<file path="config.mk">
export PLATFORM = sky130hd
export DESIGN_NAME = i2c_master_bit_sequencer
export DESIGN_NICKNAME = d
export VERILOG_FILES = /design/src/i2cbs_pkg.sv /design/src/i2cbs_front.sv /design/src/i2cbs_back.sv /design/src/i2c_master_bit_sequencer.sv
export SDC_FILE = /design/constraint.sdc
export NUM_CORES = 1
export LEC_CHECK = 0
export BUFFER_PORTS_ARGS = -buffer_cell sky130_fd_sc_hd__buf_4
export CAP_MARGIN = 20
export CELL_PAD_IN_SITES_DETAIL_PLACEMENT = 0
export CELL_PAD_IN_SITES_GLOBAL_PLACEMENT = 1
export CORE_UTILIZATION = 35
export CTS_BUF_LIST = sky130_fd_sc_hd__clkbuf_16
export CTS_CLUSTER_DIAMETER = 150
export DETAILED_ROUTE_END_ITERATION = 7
export PLACE_DENSITY = 0.63
export SLEW_MARGIN = 15
export SYNTH_ARGS = -nofsm -noshare
export SYNTH_HDL_FRONTEND = slang
export SYNTH_SLANG_ARGS = --single-unit
</file>
<file path="constraint.sdc">
create_clock -name clk_i -period 5.45 [get_ports clk_i]
set_input_delay 0.8175 -clock clk_i [delete_from_list [all_inputs] [get_ports clk_i]]
set_output_delay 0.8175 -clock clk_i [all_outputs]
set_load 0.02 [all_outputs]
</file>
<file path="src/i2cbs_pkg.sv">
package i2cbs_pkg;

  localparam int unsigned BitsPerByte   = 8;
  localparam int unsigned SlotIdxW      = 5;
  localparam int unsigned TickW         = 16;
  localparam logic [TickW-1:0] SlotTicksReset = TickW'(10);

  // action codes on the input channel
  localparam logic [2:0] ActNone  = 3'd0;
  localparam logic [2:0] ActStart = 3'd1;
  localparam logic [2:0] ActStop  = 3'd2;
  localparam logic [2:0] ActWrite = 3'd3;
  localparam logic [2:0] ActRead  = 3'd4;
  localparam logic [2:0] ActSack  = 3'd5;
  localparam logic [2:0] ActRack  = 3'd6;

  // command being carried out, one-hot
  typedef enum logic [6:0] {
    CmdIdle  = 7'b0000001,
    CmdStart = 7'b0000010,
    CmdStop  = 7'b0000100,
    CmdWrite = 7'b0001000,
    CmdRead  = 7'b0010000,
    CmdSack  = 7'b0100000,
    CmdRack  = 7'b1000000
  } cmd_e;

  typedef enum logic [1:0] {
    OpScl  = 2'd0,
    OpSda  = 2'd1,
    OpRead = 2'd2
  } op_e;

  typedef struct packed {
    logic [2:0] action;
    logic [7:0] tx_byte;
    logic       ack_out;
    logic       sda_in;
  } in_item_t;

  typedef struct packed {
    logic       scl_out;
    logic       sda_out;
    logic       busy_res;
    logic       done_res;
    logic [7:0] rx_byte;
    logic       ack_in;
  } out_item_t;

  // classified tick as queued between front and back
  typedef struct packed {
    cmd_e       cmd;
    logic [7:0] tx_byte;
    logic       ack_out;
    logic       sda_in;
  } cmd_item_t;

  typedef struct packed {
    logic fire;
    logic active;
    logic done;
  } eng_status_t;

  function automatic logic [SlotIdxW-1:0] last_slot(input cmd_e cmd);
    logic [SlotIdxW-1:0] r;
    r = '0;
    unique case (cmd)
      CmdStart: r = SlotIdxW'(3);
      CmdStop:  r = SlotIdxW'(2);
      CmdWrite: r = SlotIdxW'(3 * BitsPerByte - 1);
      CmdRead:  r = SlotIdxW'(3 * BitsPerByte);
      CmdSack:  r = SlotIdxW'(2);
      CmdRack:  r = SlotIdxW'(3);
      default:  r = '0;
    endcase
    return r;
  endfunction

endpackage

</file>
<file path="src/i2cbs_front.sv">
module i2cbs_front (
  input  logic                 clk_i,
  input  logic                 rst_ni,
  input  logic                 push,
  output logic                 full,
  input  i2cbs_pkg::in_item_t  in_item_i,
  output logic                 head_valid_o,
  output i2cbs_pkg::cmd_item_t head_o,
  input  logic                 head_take_i
);

  i2cbs_pkg::cmd_item_t mem_q [2];
  logic                 wr_ptr_q, wr_ptr_d;
  logic                 rd_ptr_q, rd_ptr_d;
  logic [1:0]           cnt_q, cnt_d;
  i2cbs_pkg::cmd_item_t cls;
  logic                 wr_en, rd_en;

  // action decode, unused codes fall to idle
  always_comb begin
    cls.tx_byte = in_item_i.tx_byte;
    cls.ack_out = in_item_i.ack_out;
    cls.sda_in  = in_item_i.sda_in;
    unique case (in_item_i.action)
      i2cbs_pkg::ActStart: cls.cmd = i2cbs_pkg::CmdStart;
      i2cbs_pkg::ActStop:  cls.cmd = i2cbs_pkg::CmdStop;
      i2cbs_pkg::ActWrite: cls.cmd = i2cbs_pkg::CmdWrite;
      i2cbs_pkg::ActRead:  cls.cmd = i2cbs_pkg::CmdRead;
      i2cbs_pkg::ActSack:  cls.cmd = i2cbs_pkg::CmdSack;
      i2cbs_pkg::ActRack:  cls.cmd = i2cbs_pkg::CmdRack;
      default:             cls.cmd = i2cbs_pkg::CmdIdle;
    endcase
  end

  assign full         = (cnt_q == 2'd2);
  assign wr_en        = push && !full;
  assign head_valid_o = (cnt_q != 2'd0);
  assign rd_en        = head_take_i && head_valid_o;
  assign head_o       = mem_q[rd_ptr_q];

  always_comb begin
    wr_ptr_d = wr_en ? !wr_ptr_q : wr_ptr_q;
    rd_ptr_d = rd_en ? !rd_ptr_q : rd_ptr_q;
    cnt_d    = cnt_q + 2'(wr_en) - 2'(rd_en);
  end

  always_ff @(posedge clk_i) begin
    if (wr_en) begin
      mem_q[wr_ptr_q] <= cls;
    end
  end

  always_ff @(posedge clk_i or negedge rst_ni) begin
    if (!rst_ni) begin
      wr_ptr_q <= 1'b0;
      rd_ptr_q <= 1'b0;
      cnt_q    <= 2'd0;
    end else begin
      wr_ptr_q <= wr_ptr_d;
      rd_ptr_q <= rd_ptr_d;
      cnt_q    <= cnt_d;
    end
  end

endmodule

</file>
<file path="src/i2cbs_back.sv">
module i2cbs_back (
  input  logic                   clk_i,
  input  logic                   rst_ni,
  input  logic                   head_valid_i,
  input  i2cbs_pkg::cmd_item_t   head_i,
  output logic                   head_take_o,
  input  logic [i2cbs_pkg::TickW-1:0] slot_ticks_i,
  output logic                   empty,
  input  logic                   pop,
  output i2cbs_pkg::out_item_t   out_item_o,
  output i2cbs_pkg::eng_status_t status_o
);

  localparam int unsigned SW = i2cbs_pkg::SlotIdxW;
  localparam int unsigned TW = i2cbs_pkg::TickW;

  i2cbs_pkg::cmd_e     cmd_q, cmd_d;
  logic [SW-1:0]       slot_q, slot_d;
  logic [1:0]          phase_q, phase_d;
  logic [TW-1:0]       tick_q, tick_d;
  logic [7:0]          shift_q, shift_d;
  logic [7:0]          rxb_q, rxb_d;
  logic                ack_q, ack_d;
  logic                scl_q, scl_d;
  logic                sda_q, sda_d;
  logic                busy, done;
  logic                fire;

  i2cbs_pkg::out_item_t omem_q [2];
  logic                 owr_q, ord_q;
  logic [1:0]           ocnt_q;
  logic                 opop;

  assign fire        = head_valid_i && (ocnt_q != 2'd2);
  assign head_take_o = fire;

  // one tick of the bit engine
  always_comb begin
    i2cbs_pkg::op_e op;
    logic           lvl;
    logic [TW-1:0]  eff;
    cmd_d   = cmd_q;
    slot_d  = slot_q;
    phase_d = phase_q;
    tick_d  = tick_q;
    shift_d = shift_q;
    rxb_d   = rxb_q;
    ack_d   = ack_q;
    scl_d   = scl_q;
    sda_d   = sda_q;
    busy    = 1'b0;
    done    = 1'b0;
    op      = i2cbs_pkg::OpScl;
    lvl     = scl_q;
    eff     = (slot_ticks_i == '0) ? TW'(1) : slot_ticks_i;

    // a new command only starts from idle
    if (cmd_q == i2cbs_pkg::CmdIdle && head_i.cmd != i2cbs_pkg::CmdIdle) begin
      cmd_d   = head_i.cmd;
      slot_d  = '0;
      phase_d = 2'd0;
      tick_d  = '0;
      if (head_i.cmd == i2cbs_pkg::CmdWrite) begin
        shift_d = head_i.tx_byte;
      end else if (head_i.cmd == i2cbs_pkg::CmdSack) begin
        shift_d = {7'd0, head_i.ack_out};
      end else begin
        shift_d = 8'd0;
      end
    end

    if (cmd_d != i2cbs_pkg::CmdIdle) begin
      busy = 1'b1;
      if (tick_d == '0) begin
        unique case (cmd_d)
          i2cbs_pkg::CmdStart: begin
            op  = (slot_d == SW'(0) || slot_d == SW'(2)) ? i2cbs_pkg::OpSda
                                                         : i2cbs_pkg::OpScl;
            lvl = (slot_d == SW'(0) || slot_d == SW'(1));
          end
          i2cbs_pkg::CmdStop: begin
            op  = (slot_d == SW'(1)) ? i2cbs_pkg::OpScl : i2cbs_pkg::OpSda;
            lvl = (slot_d != SW'(0));
          end
          i2cbs_pkg::CmdWrite: begin
            op  = (phase_d == 2'd0) ? i2cbs_pkg::OpSda : i2cbs_pkg::OpScl;
            lvl = (phase_d == 2'd0) ? shift_d[7] : (phase_d == 2'd1);
          end
          i2cbs_pkg::CmdRead: begin
            if (slot_d == SW'(0)) begin
              op  = i2cbs_pkg::OpSda;
              lvl = 1'b1;
            end else if (phase_d == 2'd2) begin
              op  = i2cbs_pkg::OpRead;
              lvl = 1'b1;
            end else begin
              op  = i2cbs_pkg::OpScl;
              lvl = (phase_d == 2'd1);
            end
          end
          i2cbs_pkg::CmdSack: begin
            op  = (slot_d == SW'(0)) ? i2cbs_pkg::OpSda : i2cbs_pkg::OpScl;
            lvl = (slot_d == SW'(0)) ? shift_d[0] : (slot_d == SW'(1));
          end
          i2cbs_pkg::CmdRack: begin
            if (slot_d == SW'(0)) begin
              op  = i2cbs_pkg::OpSda;
              lvl = 1'b1;
            end else if (slot_d == SW'(2)) begin
              op  = i2cbs_pkg::OpRead;
              lvl = 1'b1;
            end else begin
              op  = i2cbs_pkg::OpScl;
              lvl = (slot_d == SW'(1));
            end
          end
          default: begin
            op  = i2cbs_pkg::OpScl;
            lvl = scl_q;
          end
        endcase

        unique case (op)
          i2cbs_pkg::OpScl: scl_d = lvl;
          i2cbs_pkg::OpSda: begin
            sda_d = lvl;
            if (cmd_d == i2cbs_pkg::CmdWrite) begin
              shift_d = {shift_d[6:0], 1'b0};
            end
          end
          default: begin
            if (cmd_d == i2cbs_pkg::CmdRead) begin
              shift_d = {shift_d[6:0], head_i.sda_in};
            end else begin
              ack_d = head_i.sda_in;
            end
          end
        endcase
      end

      if ({1'b0, tick_d} + (TW+1)'(1) >= {1'b0, eff}) begin
        tick_d = '0;
        if (slot_d == i2cbs_pkg::last_slot(cmd_d)) begin
          done = 1'b1;
          if (cmd_d == i2cbs_pkg::CmdRead) begin
            rxb_d = shift_d;
          end
          cmd_d   = i2cbs_pkg::CmdIdle;
          slot_d  = '0;
          phase_d = 2'd0;
        end else begin
          slot_d  = slot_d + SW'(1);
          phase_d = (phase_d == 2'd2) ? 2'd0 : phase_d + 2'd1;
        end
      end else begin
        tick_d = tick_d + TW'(1);
      end
    end
  end

  always_ff @(posedge clk_i or negedge rst_ni) begin
    if (!rst_ni) begin
      cmd_q   <= i2cbs_pkg::CmdIdle;
      slot_q  <= '0;
      phase_q <= 2'd0;
      tick_q  <= '0;
      shift_q <= 8'd0;
      rxb_q   <= 8'd0;
      ack_q   <= 1'b0;
      scl_q   <= 1'b1;
      sda_q   <= 1'b1;
    end else if (fire) begin
      cmd_q   <= cmd_d;
      slot_q  <= slot_d;
      phase_q <= phase_d;
      tick_q  <= tick_d;
      shift_q <= shift_d;
      rxb_q   <= rxb_d;
      ack_q   <= ack_d;
      scl_q   <= scl_d;
      sda_q   <= sda_d;
    end
  end

  // result queue
  assign empty      = (ocnt_q == 2'd0);
  assign opop       = pop && !empty;
  assign out_item_o = omem_q[ord_q];

  always_ff @(posedge clk_i) begin
    if (fire) begin
      omem_q[owr_q] <= '{scl_out: scl_d, sda_out: sda_d, busy_res: busy,
                         done_res: done, rx_byte: rxb_d, ack_in: ack_d};
    end
  end

  always_ff @(posedge clk_i or negedge rst_ni) begin
    if (!rst_ni) begin
      owr_q  <= 1'b0;
      ord_q  <= 1'b0;
      ocnt_q <= 2'd0;
    end else begin
      owr_q  <= fire ? !owr_q : owr_q;
      ord_q  <= opop ? !ord_q : ord_q;
      ocnt_q <= ocnt_q + 2'(fire) - 2'(opop);
    end
  end

  assign status_o = '{fire: fire, active: (cmd_q != i2cbs_pkg::CmdIdle), done: done};

endmodule

</file>
<file path="src/i2c_master_bit_sequencer.sv">
// channel  | direction | handshake            | payload
// input    | in        | push / full          | in_data_i  (i2cbs_pkg::in_item_t)
// result   | out       | empty / pop          | out_data_o (i2cbs_pkg::out_item_t)
// config   | in        | cfg_valid / cfg_ready| cfg_data_i (slot_ticks, 16 bits)
//
// one tick item in, one result out; the engine retires one tick per clock while
// a tick is queued and results have room, so items flow back to back at one per cycle
// a pushed tick is registered in the input queue, its result in the result queue
// both sides stall on their own through two-entry queues at either end of the engine
// asynchronous active-low reset: lines released, engine idle, slot_ticks = 10
module i2c_master_bit_sequencer (
  input  logic                 clk_i,
  input  logic                 rst_ni,
  input  logic                 push,
  output logic                 full,
  input  i2cbs_pkg::in_item_t  in_data_i,
  output logic                 empty,
  input  logic                 pop,
  output i2cbs_pkg::out_item_t out_data_o,
  input  logic                 cfg_valid,
  output logic                 cfg_ready,
  input  logic [15:0]          cfg_data_i
);

  logic [i2cbs_pkg::TickW-1:0] slot_ticks_q;
  logic                        head_valid;
  i2cbs_pkg::cmd_item_t        head;
  logic                        head_take;
  i2cbs_pkg::eng_status_t      eng_st;

  // config register, always ready
  assign cfg_ready = 1'b1;

  always_ff @(posedge clk_i or negedge rst_ni) begin
    if (!rst_ni) begin
      slot_ticks_q <= i2cbs_pkg::SlotTicksReset;
    end else if (cfg_valid && cfg_ready) begin
      slot_ticks_q <= cfg_data_i;
    end
  end

  // front: accept ticks and decode action codes
  i2cbs_front u_front (
    .clk_i        (clk_i),
    .rst_ni       (rst_ni),
    .push         (push),
    .full         (full),
    .in_item_i    (in_data_i),
    .head_valid_o (head_valid),
    .head_o       (head),
    .head_take_i  (head_take)
  );

  // back: slot sequencer plus result queue
  i2cbs_back u_back (
    .clk_i        (clk_i),
    .rst_ni       (rst_ni),
    .head_valid_i (head_valid),
    .head_i       (head),
    .head_take_o  (head_take),
    .slot_ticks_i (slot_ticks_q),
    .empty        (empty),
    .pop          (pop),
    .out_item_o   (out_data_o),
    .status_o     (eng_st)
  );

  // a done result is always also busy
  assert property (@(posedge clk_i) disable iff (!rst_ni)
    !empty |-> (!out_data_o.done_res || out_data_o.busy_res))
    else $error("done result without busy");

  // engine is idle the tick after a command finishes
  assert property (@(posedge clk_i) disable iff (!rst_ni)
    (eng_st.fire && eng_st.done) |=> !eng_st.active)
    else $error("engine still active after done");

  // engine only consumes a queued tick
  assert property (@(posedge clk_i) disable iff (!rst_ni)
    eng_st.fire |-> head_valid)
    else $error("engine fired on empty input queue");

endmodule

</file>
==> reports/summary.txt, run 1 <==
status: complete, no violations
non-filler cells, final: 1068
leak pwr: 3.73 nW
CTS tree: yes
fraction of registers with async set or reset after synthesis: 0.549
# DRC: 0
worst slew pin tran: 0.911 ns
# port buffers: 48
Clock Sinks: 133
critical path arrival: 5.39 ns
CP bufs+invs: 2
fillers: 2043
Seq cells post-synth: 133
crit-path cells: or4b_4 -> nor2_1 -> o21ai_2 -> nand2_1 -> inv_1 -> ha_1 -> and4_4 -> and3_1 -> xnor2_1 -> nor2_1 -> ha_1 -> nand4_1 -> nor2_1 -> o31ai_1 -> a41oi_1 -> or2_0 -> nand2_1 -> nor3_4 -> buf_12 -> mux2_2
Syn Inst Count: 731
fin nets: 839
Syn Area/Cell: 10.3 um2
Register Area: 3630 um2
post-layout min period: 5.09 ns
critical path peak fanout: 9
Final period util: 0.934
Placer Congestion: 0.866
DR vias: 5789
WP data required: 5.75 ns
Skew-Pair Late Insertion Delay: 0.42 ns
Core Region: 21100 um2
DR iter-0 viols: 471
final design utilization: 0.423
Final HPWL DP: 13400 um
mapped cell area: 7550 um2
Worst setup SP type: register
synth warn: 0
Mapped Nets: 790
row count: 53
n_diodes: 0
Initial Util: 0.358
achievable frequency: 0.196 GHz
area of the multi-input gates: 3640 um2
Relative slew margins: 0.386
initial antenna violation count: 0
DR vias/cell: 5.42
Yosys top cell by area: edfxtp_1
ys flop type: dfrtp_1
vias in the first global route: 5691
max-cap viol count: 0
final setup violating endpoints: 0
Avg WL per Cell: 17.1 um
type of the tightest min-delay check: primary input to async pin
Setup Skew: 0.00848 ns
cts hold-fix bufs: 0
Hold WS: 0.327 ns
setup TNS: 0 ns
post-synth top area share: 0.239
Max Slew Vio Count: 0
Clock transition at path regs: 0.06 ns
die area: 22200 um2
Die W: 149 um
final hold vios: 0
Root Driver: clkbuf_16
DRT antenna net count: 0
deepest clock path buffer count: 2
top post-synthesis cells by area: edfxtp_1 (24%), dfrtp_1 (23%), mux2_2 (7.0%)
Crit. End Element: register
share of layout cells above drive strength 1: 0.212
setup slack, reg-to-reg: 0.36 ns
Setup CP Type: register to register
area grow syn2layout: 18.1%
cts bufs inserted: 17
largest net degree at the start of global routing: 74
Critical Path Max Stage Delay: 0.61 ns
total grt overflow: 0
family with the most delay on the worst path: simple AND/OR/NAND/NOR gates
Worst VDD drop: 0.220 mV
sequential cell area fraction in the yosys report: 0.482
CP dominant cell by count: nor2_1
total track usage: 0.172
Critical-path top delay cell: dfstp_2
unrepaired setup endpoints after global routing: no
H-tree depth: 4
die height: 149 um
PD cells: 524 nW/um2
TritonRoute pass-1 iters: 5
first-pass GRT wire length: 29500 um
top-level port count: 50
Distinct cells, synth: 77
Post-Route WL: 18200 um
Placed Cells: 1032
number of enable flip-flop cells after synthesis: 60
[placed cells by master, fill, tap and decap left out, drive strengths merged, types with 4 or more instances in the layout]
master	n
and2	6
o21a	5
a31oi	6
clkinv	5
o21ai	40
a21oi	28
dfrtp	68
mux2	49
mux2i	16
xor2	13
dfstp	5
a21o	6
nor2	57
nor4	14
ha	25
bufinv	5
inv	37
edfxtp	60
clkbuf	17
o31ai	6
o22ai	5
xnor2	11
a221o	5
nor3b	9
nand2	92
nand4	9
nand3	21
nor3	14
and3	12
a211oi	7
o211ai	6
a22o	8
and3b	4
buf	65
nor2b	5
[worst reg2reg max path: cells and delay by family, from the launching register on]
family | cells | cell delay (ns)
xor gates and xnor gates | 1 | 0.16
muxes | 1 | 0.33
buffers and inverters | 2 | 0.24
AOI/OAI and AO/OA | 3 | 0.60
DFF | 1 | 0.61
and+or+nand+nor | 11 | 2.45
adders and majority gates | 2 | 0.59
[repair_timing]
item,in CTS,in global routing
setup buffers,0,2
resized for setup,0,1
setup endpoints to repair,0,26
[report_power, final]
group	switching (mW)	total (mW)	internal [mW]
sequential	0.181	1.53	1.35
clock	0.456	1.27	0.817
combinational	1.15	1.87	0.717
[stage by stage]
stage          total power [mW]  setup slack (ns)  area (um2)
6_report                   4.67             0.360        8920
5_1_grt                    4.95            0.0249        8920
4_1_cts                    4.69             0.295        8850
3_5_place_dp               3.40             0.321        8200
3_3_place_gp               3.37             0.443        8200
2_1_floorplan              2.81             0.246        7550
[worst paths after layout]
check / start / endpoint / cells after the start
max: u_back.cmd_q[0] / u_back.rxb_q[7] / 20
min: rst_ni / slot_ticks_q[4] / 1
max reg2reg: u_back.cmd_q[0] / u_back.rxb_q[7] / 20
min reg2reg: u_back.scl_q / u_back.scl_q / 2
max in group asynchronous: rst_ni / u_back.scl_q / 2
min in group clk_i: u_back.scl_q / u_back.scl_q / 2
[synth_stat cells, types with 12 or more instances]
cell type	count
xor2_1	13
ha_1	25
a21oi_1	28
inv_1	32
nor4_1	13
and3_1	12
dfrtp_1	68
nand3_1	21
nand2_1	92
clkbuf_1	20
edfxtp_1	60
nor3_1	12
o21ai_0	37
mux2_2	47
mux2i_1	16
nor2_1	56
[cell type report]
cell class | instances | share of cell area
flip-flops and latches | 133 | 0.408
clock inverters | 15 | 0.0254
well taps | 275 | 0.0386
repair buffers | 65 | 0.0584
multi-input cells | 530 | 0.408
clock buffers | 17 | 0.0477
inverters | 33 | 0.0139
[routing by layer]
| metal | global-route usage | up-vias | share of wire |
|---|---|---|---|
| met5 | 0 | - | 0 |
| met4 | 0.0638 | 0 | 0.021 |
| met3 | 0.0336 | 31 | 0.041 |
| met2 | 0.285 | 169 | 0.48 |
| met1 | 0.222 | 2804 | 0.46 |
| li1 | - | 2785 | - |
[logic make-up after synthesis]
| family | share of synthesized area |
|---|---|
| buffers and inverters | 0.0365 |
| other | 0.000497 |
| DFF | 0.482 |
| xor gates and xnor gates | 0.0278 |
| AOI/OAI and AO/OA | 0.143 |
| adders and majority gates | 0.0414 |
| muxes | 0.0943 |
| and+or+nand+nor | 0.175 |
[state kept, by name (all words and copies together) (netlist names)]
| signal | cells |
|---|---|
| u_front.mem_q | 34 |
| u_back.omem_q | 26 |
| slot_ticks_q | 16 |
| u_back.tick_q | 16 |
| u_back.rxb_q | 8 |
| u_back.shift_q | 8 |
| u_back.cmd_q | 7 |
| u_back.slot_q | 5 |
| u_back.ocnt_q | 2 |
| u_back.phase_q | 2 |
| u_front.cnt_q | 2 |
| u_back.ack_q | 1 |
| u_back.ord_q | 1 |
| u_back.owr_q | 1 |
| u_back.scl_q | 1 |
| u_back.sda_q | 1 |
| u_front.rd_ptr_q | 1 |
| u_front.wr_ptr_q | 1 |
Power figures use the tool's default switching activity.
==> run 2, diff against run 1 <==
- CORE_UTILIZATION: 35 -> 44
- PLACE_DENSITY: 0.63 -> 0.77
==> run 2 against run 1 <==
Core utilization increased by 10 points; register-to-register slack improved by 0.02 ns; worst hold slack improved by 0.15 ns.
==> reports/summary.txt, run 2 (synthesis gave the netlist of run 1 again) <==
cts bufs inserted: 17
Worst setup SP type: register
status: complete, no violations
deepest clock path buffer count: 2
final hold vios: 0
Avg WL per Cell: 17.6 um
largest net degree at the start of global routing: 74
Setup CP Type: register to register
setup TNS: 0 ns
fillers: 1506
top flop regs: u_front.mem_q: 34 flops, u_back.omem_q: 26 flops
Final HPWL DP: 13100 um
worst slew pin tran: 1.02 ns
H-tree depth: 4
Net Sw Power: 1.74 mW
type of the tightest min-delay check: register to register
DR vias/cell: 5.74
Core Region: 16600 um2
# resized after CTS: 0
setup slack, reg-to-reg: 0.38 ns
placed inst area: 8120 um2
Die W: 133 um
non-filler cells, final: 1008
Final period util: 0.931
part of the power in the clock network: 0.262
top-level port count: 50
Root Driver: clkbuf_16
Max Slew Vio Count: 0
CTS tree: yes
Crit. End Element: register
WP data required: 5.74 ns
share of layout cells above drive strength 1: 0.202
# port buffers: 48
Comb pwr share: 0.402
critical path peak fanout: 9
Relative slew margins: 0.319
fin nets: 834
Cell Int Power: 2.82 mW
Flop pwr share: 0.337
Skew-Pair Late Insertion Delay: 0.42 ns
Critical Path Max Stage Delay: 0.61 ns
Clock transition at path regs: 0.06 ns
post-layout min period: 5.07 ns
achievable frequency: 0.197 GHz
Clock Sinks: 133
commonest non-fill, non-tap cell in the layout: nand2_1
design area: 8740 um2
DRT antenna net count: 0
Sw Share: 0.383
critical path arrival: 5.37 ns
cts hold-fix bufs: 0
Worst VDD drop: 0.243 mV
Placer Congestion: 0.857
CP dominant cell by count: nor2_1
register name with the most flops: u_front.mem_q
vias in the first global route: 5744
area grow syn2layout: 15.8%
unrepaired setup endpoints after global routing: no
# DRC: 0
DR iter-0 viols: 313
DR vias: 5781
leak pwr: 3.68 nW
Placed Cells: 976
first-pass GRT wire length: 29400 um
TritonRoute pass-1 iters: 5
total track usage: 0.212
Post-Route WL: 17700 um
most frequent cells in the layout: nand2_1 (92), dfrtp_1 (68), buf_4 (60), edfxtp_1 (60), nor2_1 (56)
buffer count from post-CTS setup fixing: 0
area of the multi-input gates: 3640 um2
initial antenna violation count: 0
final design utilization: 0.525
crit-path cells: or4b_4 -> nor2_1 -> o21ai_2 -> and2_1 -> ha_1 -> and4_4 -> and3_1 -> xnor2_1 -> nor2_1 -> ha_1 -> nand4_1 -> nor2_1 -> o31ai_1 -> a41oi_1 -> or2_0 -> nand2_1 -> nor3_4 -> mux2_2
total grt overflow: 0
final setup violating endpoints: 0
Setup Skew: 0.0115 ns
max-cap viol count: 0
PD cells: 522 nW/um2
Critical-path top delay cell: dfstp_2
die height: 133 um
die area: 17700 um2
max reg flops: 34
Register Area: 3630 um2
family with the most delay on the worst path: simple AND/OR/NAND/NOR gates
row count: 47
Initial Util: 0.454
n_diodes: 0
CP bufs+invs: 0
run 2: final timing paths:
| path | startpoint | depth (start not counted) | endpoint |
|---|---|---|---|
| max | u_back.cmd_q[0] | 18 | u_back.rxb_q[6] |
| min | u_back.shift_q[7] | 2 | u_back.shift_q[7] |
| max reg2reg | u_back.cmd_q[0] | 18 | u_back.rxb_q[6] |
| min reg2reg | u_back.shift_q[7] | 2 | u_back.shift_q[7] |
| max in group asynchronous | rst_ni | 1 | u_back.cmd_q[3] |
| min in group asynchronous | rst_ni | 1 | u_front.rd_ptr_q |
run 2: worst register-to-register path, delay by kind of cell, from the launching register on:
kind | cells | cell delay (ns)
flops | 1 | 0.61
mux | 1 | 0.39
fa+ha+maj | 2 | 0.57
xor+xnor | 1 | 0.13
simple gates | 11 | 2.63
compound gates | 3 | 0.63
run 2: power by group through the flow:
stage / registers, mW / logic (mW) / clock network [mW]
4_1_cts: 1.54 / 1.84 / 1.22
6_report: 1.53 / 1.83 / 1.19
3_5_place_dp: 1.55 / 1.83 / 0
3_3_place_gp: 1.54 / 1.81 / 0
5_1_grt: 1.57 / 2.01 / 1.26
2_1_floorplan: 1.46 / 1.35 / 0
run 2: stage by stage:
stage                     hold WS (ns)  worst slack (ns)  power [mW]
after floorplan                  0.446             0.246        2.81
after global placement           0.464             0.583        3.35
after detailed placement         0.472             0.422        3.39
after CTS                        0.485             0.379        4.60
after global routing             0.510            0.0467        4.84
final                            0.480             0.376        4.56
run 2: cell type report:
class                      count  share of cell area
clock buffer                  17              0.0487
clock inverter                15              0.0218
inverter                      33              0.0142
multi-input combinational    530               0.416
sequential                   133               0.416
tap                          220              0.0315
timing repair buffer          60              0.0515
run 2: routing by layer:
layer  track usage  part of all wire  up-vias
met5             0                 0        -
met4        0.0728             0.016        0
met3        0.0395             0.049       25
met1         0.282              0.46     2820
li1              -                 -     2783
met2         0.347              0.48      153
==> run 3, diff against run 2 <==
--- a/config.mk
+++ b/config.mk
@@ -15,5 +15,4 @@
 export DETAILED_ROUTE_END_ITERATION = 7
 export PLACE_DENSITY = 0.77
-export SLEW_MARGIN = 15
 export SYNTH_ARGS = -nofsm -noshare
 export SYNTH_HDL_FRONTEND = slang
==> constraint.sdc (replaced) <==
create_clock -name clk_i -period 5.45 [get_ports clk_i]
set_input_delay 0 -clock clk_i [delete_from_list [all_inputs] [get_ports clk_i]]
set_output_delay 0 -clock clk_i [all_outputs]
set_load 0.02 [all_outputs]
==> run 3 against run 2 <==
Worst setup slack worse by 0.019 ns; critical path depth stayed put; maximum frequency fell by 0.37%; wire length is 5.0% higher; cell count up 6.3%.
==> reports/summary.txt, run 3 (synthesis gave the netlist of run 1 again) <==
status: complete, no violations
cts bufs inserted: 17
largest net degree at the start of global routing: 74
total grt overflow: 0
PD cells: 492 nW/um2
register name with the most flops: u_front.mem_q
non-filler cells, final: 1071
max-cap viol count: 0
TritonRoute pass-1 iters: 5
Clock Sinks: 133
final hold vios: 0
die height: 133 um
critical path arrival: 5.39 ns
deepest clock path buffer count: 2
DR vias: 6061
design area: 9370 um2
CP startpoint: u_back.cmd_q[0]
Hold WS: 0.0842 ns
Skew-Pair Late Insertion Delay: 0.42 ns
final setup violating endpoints: 0
Placed Cells: 976
setup TNS: 0 ns
die area: 17700 um2
hold_sp: cfg_valid
Placer Congestion: 0.857
top flop regs: u_front.mem_q: 34 flops, u_back.omem_q: 26 flops
unrepaired setup endpoints after global routing: no
share of layout cells above drive strength 1: 0.187
Critical R2R Launch: u_back.cmd_q[0]
# DRC: 0
vias in the first global route: 6092
Relative slew margins: 0.316
Post-Route WL: 18600 um
post-layout min period: 5.09 ns
Final period util: 0.934
H-tree depth: 4
Core Region: 16600 um2
Setup Skew: 0.0115 ns
Final WS setup: 0.358 ns
final design utilization: 0.563
cts hold-fix bufs: 63
total chip power: 4.61 mW
Initial Util: 0.454
initial antenna violation count: 0
first-pass GRT wire length: 30800 um
Placement Setup Slack: 0.422 ns
worst slew pin tran: 1.02 ns
Root Driver: clkbuf_16
critical path peak fanout: 9
type of the tightest min-delay check: primary input to register
WP data required: 5.75 ns
placed inst area: 8120 um2
total track usage: 0.222
Worst VDD drop: 0.245 mV
top-level port count: 50
most frequent cells in the layout: nand2_1 (92), dfrtp_1 (68), dlygate4sd3_1 (63)
Die W: 133 um
# resized after CTS: 0
achievable frequency: 0.196 GHz
buffer count from post-CTS setup fixing: 0
DRT antenna net count: 0
max reg flops: 34
Worst setup SP type: register
Setup CP Type: register to register
Clock transition at path regs: 0.06 ns
commonest non-fill, non-tap cell in the layout: nand2_1
area grow syn2layout: 24.1%
Final HPWL DP: 13100 um
DR iter-0 viols: 344
Avg WL per Cell: 17.4 um
fin nets: 897
row count: 47
leak pwr: 3.93 nW
Max Slew Vio Count: 0
n_diodes: 0
# port buffers: 48
CTS tree: yes
Crit. End Element: register
DR vias/cell: 5.66
==> run 3: final cells by class <==
cell class	instances	area, um2
timing repair buffer	123	1080
multi-input combinational	530	3640
clock buffer	17	425
fill	1440	7270
tap	220	275
sequential	133	3630
clock inverter	15	190
inverter	33	124
==> run 3: critical path, cell delays in order, from the launching register on <==
cell     delay, ns
dfstp_2       0.61
or4b_4        0.51
nor2_1        0.33
o21ai_2       0.21
and2_1        0.23
ha_1          0.24
and4_4        0.21
and3_1        0.19
xnor2_1       0.13
nor2_1        0.08
ha_1          0.33
nand4_1       0.11
nor2_1        0.17
o31ai_1       0.11
a41oi_1       0.32
or2_0         0.26
nand2_1       0.19
nor3_4        0.36
mux2_2        0.38
==> run 3: power by group <==
part	switching, mW	total, mW	internal, mW
Clock	0.435	1.20	0.762
Combinational	1.14	1.88	0.739
Sequential	0.186	1.54	1.35
Total	1.76	4.61	2.85
==> run 3: final timing paths <==
check | to | slack, ns | cells after the start
max reg2reg | u_back.rxb_q[6] | 0.36 | 18
max in group asynchronous | u_back.ack_q | 4.52 | 2
max | u_back.rxb_q[6] | 0.36 | 18
min | slot_ticks_q[0] | 0.08 | 2
min in group asynchronous | u_front.rd_ptr_q | 0.28 | 2
min reg2reg | u_back.shift_q[7] | 0.48 | 2
==> run 3: routing by layer <==
layer,GRT usage,up-vias,wire [um]
met1,0.288,2953,8490
met5,0,-,0
met3,0.0398,35,819
met2,0.374,166,8980
met4,0.0779,0,348
li1,-,2907,-
